--- src/uart_tx_pkg.sv ---
`timescale 1ns / 1ps

package uart_tx_pkg;

  // Frame: start, up to 8 data bits, optional parity, stop
  localparam int unsigned FrameWidth = 11;
  localparam int unsigned CountWidth = 4;
  localparam int unsigned ByteWidth  = 8;

  // Configuration register indexes
  localparam int unsigned CfgIndexWidth = 2;
  localparam logic [CfgIndexWidth-1:0] CFG_BIT_PERIOD  = 2'd0;
  localparam logic [CfgIndexWidth-1:0] CFG_DATA_BITS   = 2'd1;
  localparam logic [CfgIndexWidth-1:0] CFG_PARITY_MODE = 2'd2;

  localparam int unsigned DataBitsWidth = 4;
  localparam int unsigned ParityWidth   = 3;

  localparam logic [DataBitsWidth-1:0] DATA_BITS_MIN   = 4'd5;
  localparam logic [DataBitsWidth-1:0] DATA_BITS_MAX   = 4'd8;
  localparam logic [DataBitsWidth-1:0] DATA_BITS_RESET = 4'd8;

  // Parity modes
  localparam logic [ParityWidth-1:0] PAR_NONE   = 3'd0;
  localparam logic [ParityWidth-1:0] PAR_EVEN   = 3'd1;
  localparam logic [ParityWidth-1:0] PAR_ODD    = 3'd2;
  localparam logic [ParityWidth-1:0] PAR_MARK   = 3'd3;
  localparam logic [ParityWidth-1:0] PAR_SPACE  = 3'd4;

  // Input actions
  localparam logic ACT_LOAD = 1'b0;
  localparam logic ACT_TICK = 1'b1;

endpackage

--- src/uart_tx_in_if.sv ---
`timescale 1ns / 1ps

interface uart_tx_in_if;
  logic       valid;
  logic       ready;
  logic       action;
  logic [7:0] tx_byte;

  modport source (output valid, output action, output tx_byte, input ready);
  modport sink   (input valid, input action, input tx_byte, output ready);
endinterface

--- src/uart_tx_out_if.sv ---
`timescale 1ns / 1ps

interface uart_tx_out_if;
  logic valid;
  logic ready;
  logic line_level;
  logic busy_res;
  logic load_refused;

  modport source (output valid, output line_level, output busy_res, output load_refused,
                  input ready);
  modport sink   (input valid, input line_level, input busy_res, input load_refused,
                  output ready);
endinterface

--- src/uart_bit_banged_transmitter.sv ---
// The result of an accepted transaction is in the output register in the cycle after it is accepted.
// Throughput: one transaction per cycle; the input stays ready while the output register
//   is empty or is being drained in the same cycle.
// Reset (rst_ni, async, active low): idle, line high, counters and frame cleared,
//   bit period 0 (disabled), 8 data bits, no parity, output register empty.
`timescale 1ns / 1ps

module uart_bit_banged_transmitter #(
  parameter int unsigned PERIOD_WIDTH = 18
) (
  input  logic                                   clk_i,
  input  logic                                   rst_ni,
  uart_tx_in_if.sink                             in_i,
  uart_tx_out_if.source                          out_o,
  input  logic                                   cfg_we_i,
  input  logic [uart_tx_pkg::CfgIndexWidth-1:0]  cfg_index_i,
  input  logic [PERIOD_WIDTH-1:0]                cfg_data_i
);

  localparam int unsigned FW = uart_tx_pkg::FrameWidth;
  localparam int unsigned CW = uart_tx_pkg::CountWidth;

  // Configuration registers
  logic [PERIOD_WIDTH-1:0]                    bit_period_q;
  logic [uart_tx_pkg::DataBitsWidth-1:0]      data_bits_q;
  logic [uart_tx_pkg::ParityWidth-1:0]        parity_mode_q;

  always_ff @(posedge clk_i or negedge rst_ni) begin
    if (!rst_ni) begin
      bit_period_q  <= '0;
      data_bits_q   <= uart_tx_pkg::DATA_BITS_RESET;
      parity_mode_q <= uart_tx_pkg::PAR_NONE;
    end else if (cfg_we_i) begin
      case (cfg_index_i)
        uart_tx_pkg::CFG_BIT_PERIOD:  bit_period_q  <= cfg_data_i;
        uart_tx_pkg::CFG_DATA_BITS:   data_bits_q   <= cfg_data_i[uart_tx_pkg::DataBitsWidth-1:0];
        uart_tx_pkg::CFG_PARITY_MODE: parity_mode_q <= cfg_data_i[uart_tx_pkg::ParityWidth-1:0];
        default: ;
      endcase
    end
  end

  // Transmit state
  logic [FW-1:0]           frame_q,  frame_d;
  logic [CW-1:0]           remain_q, remain_d;
  logic [PERIOD_WIDTH-1:0] count_q,  count_d;
  logic                    line_q,   line_d;
  logic                    busy_q,   busy_d;
  logic                    refused;

  // Output register
  logic out_valid_q;
  logic line_out_q, busy_out_q, refused_out_q;

  logic in_fire;
  assign in_i.ready = !out_valid_q || out_o.ready;
  assign in_fire    = in_i.valid && in_i.ready;

  // ---------------------------------------------------------------------------
  // Frame builder: start bit in bit 0, data LSB first, parity and stop placed
  // right after the last configured data bit.
  // ---------------------------------------------------------------------------
  logic [uart_tx_pkg::DataBitsWidth-1:0] nbits;
  logic [uart_tx_pkg::ByteWidth-1:0]     byte_mask;
  logic                                  has_par;
  logic                                  par_bit;
  logic [CW-1:0]                         par_pos;
  logic [CW-1:0]                         stop_pos;
  logic [FW-1:0]                         new_frame;

  always_comb begin
    if (data_bits_q < uart_tx_pkg::DATA_BITS_MIN) begin
      nbits = uart_tx_pkg::DATA_BITS_MIN;
    end else if (data_bits_q > uart_tx_pkg::DATA_BITS_MAX) begin
      nbits = uart_tx_pkg::DATA_BITS_MAX;
    end else begin
      nbits = data_bits_q;
    end

    case (nbits)
      4'd5:    byte_mask = 8'h1F;
      4'd6:    byte_mask = 8'h3F;
      4'd7:    byte_mask = 8'h7F;
      default: byte_mask = 8'hFF;
    endcase

    // parity always spans the full byte
    has_par = 1'b1;
    case (parity_mode_q)
      uart_tx_pkg::PAR_EVEN:  par_bit = ^in_i.tx_byte;
      uart_tx_pkg::PAR_ODD:   par_bit = ~(^in_i.tx_byte);
      uart_tx_pkg::PAR_MARK:  par_bit = 1'b1;
      uart_tx_pkg::PAR_SPACE: par_bit = 1'b0;
      default: begin
        par_bit = 1'b0;
        has_par = 1'b0;
      end
    endcase

    par_pos  = nbits + CW'(1);
    stop_pos = par_pos + CW'(has_par);

    new_frame = {2'b00, in_i.tx_byte & byte_mask, 1'b0};
    for (int i = 0; i < FW; i++) begin
      if (has_par && (CW'(i) == par_pos)) new_frame[i] = par_bit;
      if (CW'(i) == stop_pos)             new_frame[i] = 1'b1;
    end
  end

  // ---------------------------------------------------------------------------
  // Per-transaction next state
  // ---------------------------------------------------------------------------
  logic [PERIOD_WIDTH-1:0] count_inc;
  assign count_inc = count_q + PERIOD_WIDTH'(1);

  always_comb begin
    frame_d  = frame_q;
    remain_d = remain_q;
    count_d  = count_q;
    line_d   = line_q;
    busy_d   = busy_q;
    refused  = 1'b0;

    if (in_i.action == uart_tx_pkg::ACT_LOAD) begin
      if (bit_period_q == '0 || busy_q) begin
        refused = 1'b1;
      end else begin
        // guard period: line stays high for one bit time
        frame_d  = new_frame;
        remain_d = stop_pos + CW'(1);
        count_d  = '0;
        busy_d   = 1'b1;
        line_d   = 1'b1;
      end
    end else if (busy_q) begin
      if (bit_period_q == '0) begin
        // disabled mid-frame: abort
        busy_d   = 1'b0;
        line_d   = 1'b1;
        count_d  = '0;
        remain_d = '0;
        frame_d  = '0;
      end else if (count_inc >= bit_period_q || count_inc == '0) begin
        count_d = '0;
        if (remain_q == '0) begin
          busy_d = 1'b0;
          line_d = 1'b1;
        end else begin
          line_d   = frame_q[0];
          frame_d  = {1'b0, frame_q[FW-1:1]};
          remain_d = remain_q - CW'(1);
        end
      end else begin
        count_d = count_inc;
      end
    end
  end

  always_ff @(posedge clk_i or negedge rst_ni) begin
    if (!rst_ni) begin
      frame_q  <= '0;
      remain_q <= '0;
      count_q  <= '0;
      line_q   <= 1'b1;
      busy_q   <= 1'b0;
    end else if (in_fire) begin
      frame_q  <= frame_d;
      remain_q <= remain_d;
      count_q  <= count_d;
      line_q   <= line_d;
      busy_q   <= busy_d;
    end
  end

  // Result register: loaded with each accepted transaction, holds until taken
  always_ff @(posedge clk_i or negedge rst_ni) begin
    if (!rst_ni) begin
      out_valid_q <= 1'b0;
    end else if (in_fire) begin
      out_valid_q <= 1'b1;
    end else if (out_o.ready) begin
      out_valid_q <= 1'b0;
    end
  end

  always_ff @(posedge clk_i) begin
    if (in_fire) begin
      line_out_q    <= line_d;
      busy_out_q    <= busy_d;
      refused_out_q <= refused;
    end
  end

  assign out_o.valid        = out_valid_q;
  assign out_o.line_level   = line_out_q;
  assign out_o.busy_res     = busy_out_q;
  assign out_o.load_refused = refused_out_q;

endmodule

--- src/flat_wrapper.sv ---
// flat-port wrapper written by rule: the top's interface ports become plain ports
module uart_bit_banged_transmitter_flat 
#(
  parameter int unsigned PERIOD_WIDTH = 18
)
  (clk_i, rst_ni, cfg_we_i, cfg_index_i, cfg_data_i, in_i_valid, in_i_action, in_i_tx_byte, in_i_ready, out_o_valid, out_o_line_level, out_o_busy_res, out_o_load_refused, out_o_ready);
  uart_tx_in_if in_i_i ();
  uart_tx_out_if out_o_i ();
  input  logic clk_i;
  input  logic rst_ni;
  input  logic cfg_we_i;
  input  logic [uart_tx_pkg::CfgIndexWidth-1:0] cfg_index_i;
  input  logic [PERIOD_WIDTH-1:0] cfg_data_i;
  input wire logic [$bits(in_i_i.valid)-1:0] in_i_valid;
  input wire logic [$bits(in_i_i.action)-1:0] in_i_action;
  input wire logic [$bits(in_i_i.tx_byte)-1:0] in_i_tx_byte;
  output wire logic [$bits(in_i_i.ready)-1:0] in_i_ready;
  output wire logic [$bits(out_o_i.valid)-1:0] out_o_valid;
  output wire logic [$bits(out_o_i.line_level)-1:0] out_o_line_level;
  output wire logic [$bits(out_o_i.busy_res)-1:0] out_o_busy_res;
  output wire logic [$bits(out_o_i.load_refused)-1:0] out_o_load_refused;
  input wire logic [$bits(out_o_i.ready)-1:0] out_o_ready;
  assign in_i_i.valid = in_i_valid;
  assign in_i_i.action = in_i_action;
  assign in_i_i.tx_byte = in_i_tx_byte;
  assign in_i_ready = in_i_i.ready;
  assign out_o_valid = out_o_i.valid;
  assign out_o_line_level = out_o_i.line_level;
  assign out_o_busy_res = out_o_i.busy_res;
  assign out_o_load_refused = out_o_i.load_refused;
  assign out_o_i.ready = out_o_ready;
  uart_bit_banged_transmitter #(.PERIOD_WIDTH(PERIOD_WIDTH)) u_core (.clk_i(clk_i), .rst_ni(rst_ni), .in_i(in_i_i), .out_o(out_o_i), .cfg_we_i(cfg_we_i), .cfg_index_i(cfg_index_i), .cfg_data_i(cfg_data_i));
endmodule
--- config.mk ---
export PLATFORM = sky130hd
export DESIGN_NAME = uart_bit_banged_transmitter_flat
export DESIGN_NICKNAME = d
export VERILOG_FILES = /design/src/uart_tx_pkg.sv /design/src/uart_tx_in_if.sv /design/src/uart_tx_out_if.sv /design/src/uart_bit_banged_transmitter.sv /design/src/flat_wrapper.sv
export SDC_FILE = /design/constraint.sdc
export NUM_CORES = 1
export LEC_CHECK = 0
export BUFFER_PORTS_ARGS = -buffer_cell sky130_fd_sc_hd__buf_2
export CAP_MARGIN = 20
export CELL_PAD_IN_SITES_DETAIL_PLACEMENT = 1
export CELL_PAD_IN_SITES_GLOBAL_PLACEMENT = 1
export CORE_ASPECT_RATIO = 1.25
export CORE_MARGIN = 10
export CORE_UTILIZATION = 42
export DETAILED_ROUTE_END_ITERATION = 6
export PLACE_DENSITY = 0.88
export SYNTH_ARGS = -nofsm -noshare
export SYNTH_HDL_FRONTEND = slang
export SYNTH_SLANG_ARGS = --single-unit
--- constraint.sdc ---
create_clock -name clk_i -period 3.21 [get_ports clk_i]
set_input_delay 0.321 -clock clk_i [delete_from_list [all_inputs] [get_ports clk_i]]
set_output_delay 0.321 -clock clk_i [all_outputs]
set_load 0.01 [all_outputs]
==> impl_results.md <==
- Crit path required time: 3450 ps
- Syn Area/Cell: 9.01 µm²
- Post-Place Cell Area: 4970 µm²
- FFs w/ async S/R, synth: 95.3%
- Vias in the first global route: 4,867
- Vias per inst: 6.37
- Setup-failing EPs final: 37
- CP peak stage delay: 470 ps
- Cells after DPL: 674
- Die height: 134 µm
- Top delay family on crit path: simple AND/OR/NAND/NOR gates
- Number of buffers added on ports: 38
- First-pass GRT wire length: 26.1 mm
- Final #Nets: 650
- RSZ-0062 raised after global routing: true
- Leakage: 2.70 nW
- Core ar.: 10,100 µm²
- Clk sink count: 64
- Die X-Extent: 111 µm
- Period utilization: 112%
- Hold WC Path Type: in2async
- Iteration-0 DRC Markers: 366
- Initial antenna violation count: 0
- Cell Area, Synth: 4350 µm²
- Critical path launch point type: flip-flop
- Final instance count without filler cells: 715
- Max Slew Vio Count: 0
- Critical path buffers and inverters: 4
- H-tree depth: 3
- Max cap viols: 0
- Ports: 39
- Mapped Cells: 483
- N_diodes: 0
- Initial core utilization: 43.1%
- Routability congestion estimate: 0.874
- Row Count: 41
- Layout area overhead: 34.6%
- Status: finished, violations left
- Clock root cell: clkbuf_16
- Worst vdd ir: 0.000407 V
- Share of cells above drive strength 1: 33.8%
- Setup Skew: 13.6 ps
- Max Clock Freq: 0.278 GHz
- Count of state elements after synthesis: 64
- Final Hold Viols: 0
- Total global-route track usage: 21.8%
- Post-CTS Hold Fix Bufs: 0
- Post-route DRC: 0
- Cell area after layout: 5860 µm²
- Max clock buf depth: 2
- TritonCTS clock tree: built
- Die Area: 14,900 µm²
- Crit path cell chain: ha_4 -> nand3_4 -> buf_6 -> buf_4 -> xnor2_1 -> ha_1 -> a21oi_1 -> nor3b_2 -> nor3_2 -> o31ai_2 -> buf_4 -> buf_4 -> nor2_4 -> nand2_2 -> o21ai_0
- Clk_lat worst skew: 350 ps
- Final setup margin: -387 ps
- Critical path's slowest cell: dfrtp_2
- Yosys cell types: 58
- Setup tns final: -10,050 ps
- Clock-pin slew of the registers on the worst-case setup and hold paths: 70 ps
- Rel. slew slack: 25.8%
- Congestion Overflow GR: 0
- Number of synthesized flops with an enable pin: 3
- Failing checks: setup timing
- Worst Max-Slew Pin Slew: 1110 ps
- Total CTS buffers: 9
- Synthesis warning total: 0
- Minimum clock period: 3600 ps
- Post-synthesis sequential area ratio: 37.2%
- Crit. End Element: flip-flop
- Routed via count: 4,558
- Dpl hpwl: 10.3 mm
- Post-route ant nets: 0
- Critical path type: reg2reg
- Drt wl/cell: 27.2 µm
- Final-layout fill cell count: 1,112
- Largest net degree at the start of global routing: 47
- Top_reg_cell synth: dfrtp_1
- Power per cell area: 599 nW/µm²
- CP dominant cell by count: buf_4
- Worst Path Max Fanout: 7
- Arr. time, crit path: 3840 ps
- Initial DRT Pass Iterations: 5
- Syn_nets: 551
- Final wirelength: 19.4 mm
-- per-layer routing --
layer | track usage (%) | up-vias | part of all wire, %
li1 | - | 1917 | -
met1 | 21.3 | 2274 | 34
met2 | 41.2 | 249 | 53
met3 | 3.79 | 118 | 4.8
met4 | 13.8 | 0 | 8.3
met5 | 0 | - | 0
-- synth_stat cells (all sizes together) (2+ instances only) --
cell type / number / area share [%]
or2: 3 / 0.43
a2bb2oi: 2 / 0.40
and3: 2 / 0.29
nor4: 11 / 2.3
mux2i: 5 / 1.1
nand3b: 3 / 0.52
xor2: 7 / 1.4
a221oi: 8 / 1.6
a22oi: 2 / 0.34
nor3b: 5 / 0.86
inv: 33 / 2.8
a21oi: 14 / 1.9
a211oi: 2 / 0.34
nand4: 10 / 1.7
mux2: 15 / 3.9
edfxtp: 3 / 2.1
nand3: 11 / 1.3
o21ai: 39 / 4.6
clkbuf: 14 / 1.2
nor2b: 6 / 0.86
dfstp: 2 / 1.2
a32o: 11 / 2.5
a21o: 5 / 0.86
nand2: 61 / 5.3
dfrtp: 59 / 34
o22a: 2 / 0.40
nand2b: 6 / 0.86
nor3: 14 / 1.6
a221o: 3 / 0.69
buf: 7 / 0.80
nor2: 37 / 3.2
a41oi: 2 / 0.40
o22ai: 2 / 0.29
a32oi: 2 / 0.40
xnor2: 23 / 4.6
ha: 34 / 9.8
and2: 5 / 0.72
-- final timing paths --
kind	startpoint	endpoint	slack [ps]	cells after the start
min in group clk_i	in_i_valid	u_core.out_o.valid	180	2
setup / recovery	u_core.count_q[1]	u_core.count_q[6]	-390	15
hold reg to reg	u_core.frame_q[3]	u_core.frame_q[3]	510	1
setup reg to reg	u_core.count_q[1]	u_core.count_q[6]	-390	15
max in group asynchronous	rst_ni	u_core.frame_q[4]	2380	3
hold / removal	rst_ni	u_core.parity_mode_q[2]	6	1
-- metrics by stage --
stage | util (%) | power, W | hold WS, ps | setup WS [ps]
floorplan | - | 0.00175 | 25.4 | 56.1
global placement | 49.2 | 0.00204 | 480 | -64.6
detailed placement | 49.2 | 0.00214 | 494 | -310
CTS | 54.7 | 0.00325 | 186 | -35.4
global route | 58.0 | 0.00362 | 34.9 | -420
finish | 58.0 | 0.00351 | 6.21 | -387
-- timing repair --
action | CTS | global route
endpoints found under the setup margin | 37 | 37
endpoints found under the hold margin | 0 | 0
setup buffers | 13 | 12
resized for setup | 32 | 38
pin swaps | 23 | 29
-- sequential cells by signal, summed over array words and instances, names as in the netlist, 3 cells and up --
signal	cells
u_core.frame_q	11
u_core.bit_period_q	18
u_core.parity_mode_q	3
u_core.count_q	18
u_core.remain_q	4
u_core.data_bits_q	4
-- report_power, final --
part,switching [W],total (W),internal [W]
sequential,0.000156,0.00112,0.000961
clock,0.000413,0.00103,0.000618
combinational,0.000805,0.00137,0.000560
-- cell usage in the layout, fill, tap and decap left out, types with 4 or more instances in the layout --
| cell | instances |
|---|---|
| nor4_4 | 5 |
| ha_4 | 4 |
| xor2_1 | 5 |
| buf_2 | 38 |
| nand2_1 | 58 |
| nand3_1 | 8 |
| mux2i_1 | 4 |
| o21ai_1 | 6 |
| a21o_1 | 4 |
| o21ai_0 | 31 |
| nor2_1 | 31 |
| nor2b_1 | 6 |
| ha_1 | 30 |
| xnor2_1 | 18 |
| nor2_4 | 5 |
| a32o_1 | 11 |
| a221oi_1 | 8 |
| dfrtp_1 | 57 |
| nand4_1 | 8 |
| buf_4 | 66 |
| xnor2_2 | 4 |
| nor4_1 | 5 |
| nor3_2 | 4 |
| clkbuf_16 | 9 |
| mux2_2 | 14 |
| nand2b_1 | 6 |
| inv_1 | 33 |
| a21oi_1 | 11 |
| and2_1 | 5 |
| nor3_1 | 9 |
-- logic make-up (layout without fill, tap and decap cells) --
family,Yosys count,after routing,synth area share [%]
and+or+nand+nor,175,175,20.1
AOI/OAI and AO/OA,106,106,17.0
DFF,64,64,37.2
buffers and inverters,54,157,4.86
adders and majority gates,34,34,9.77
xor gates and xnor gates,30,30,6.03
muxes,20,20,5.03
-- worst reg2reg max path, cell delays in order (launching register included) --
cell	delay, ps
dfrtp_2	470
ha_4	200
nand3_4	160
buf_6	200
buf_4	140
xnor2_1	380
ha_1	350
a21oi_1	240
nor3b_2	90
nor3_2	170
o31ai_2	80
buf_4	170
buf_4	160
nor2_4	200
nand2_2	200
o21ai_0	300
-- layout make-up --
type	instances	area [µm²]	area share (%)
multi-input combinational	365	2890	49.3
sequential	64	1620	27.7
timing repair buffer	109	767	13.1
clock buffer	10	239	4.08
tap	129	161	2.75
inverter	33	124	2.11
clock inverter	5	56.3	0.961
No activity file was read; power rests on OpenSTA's default activity.
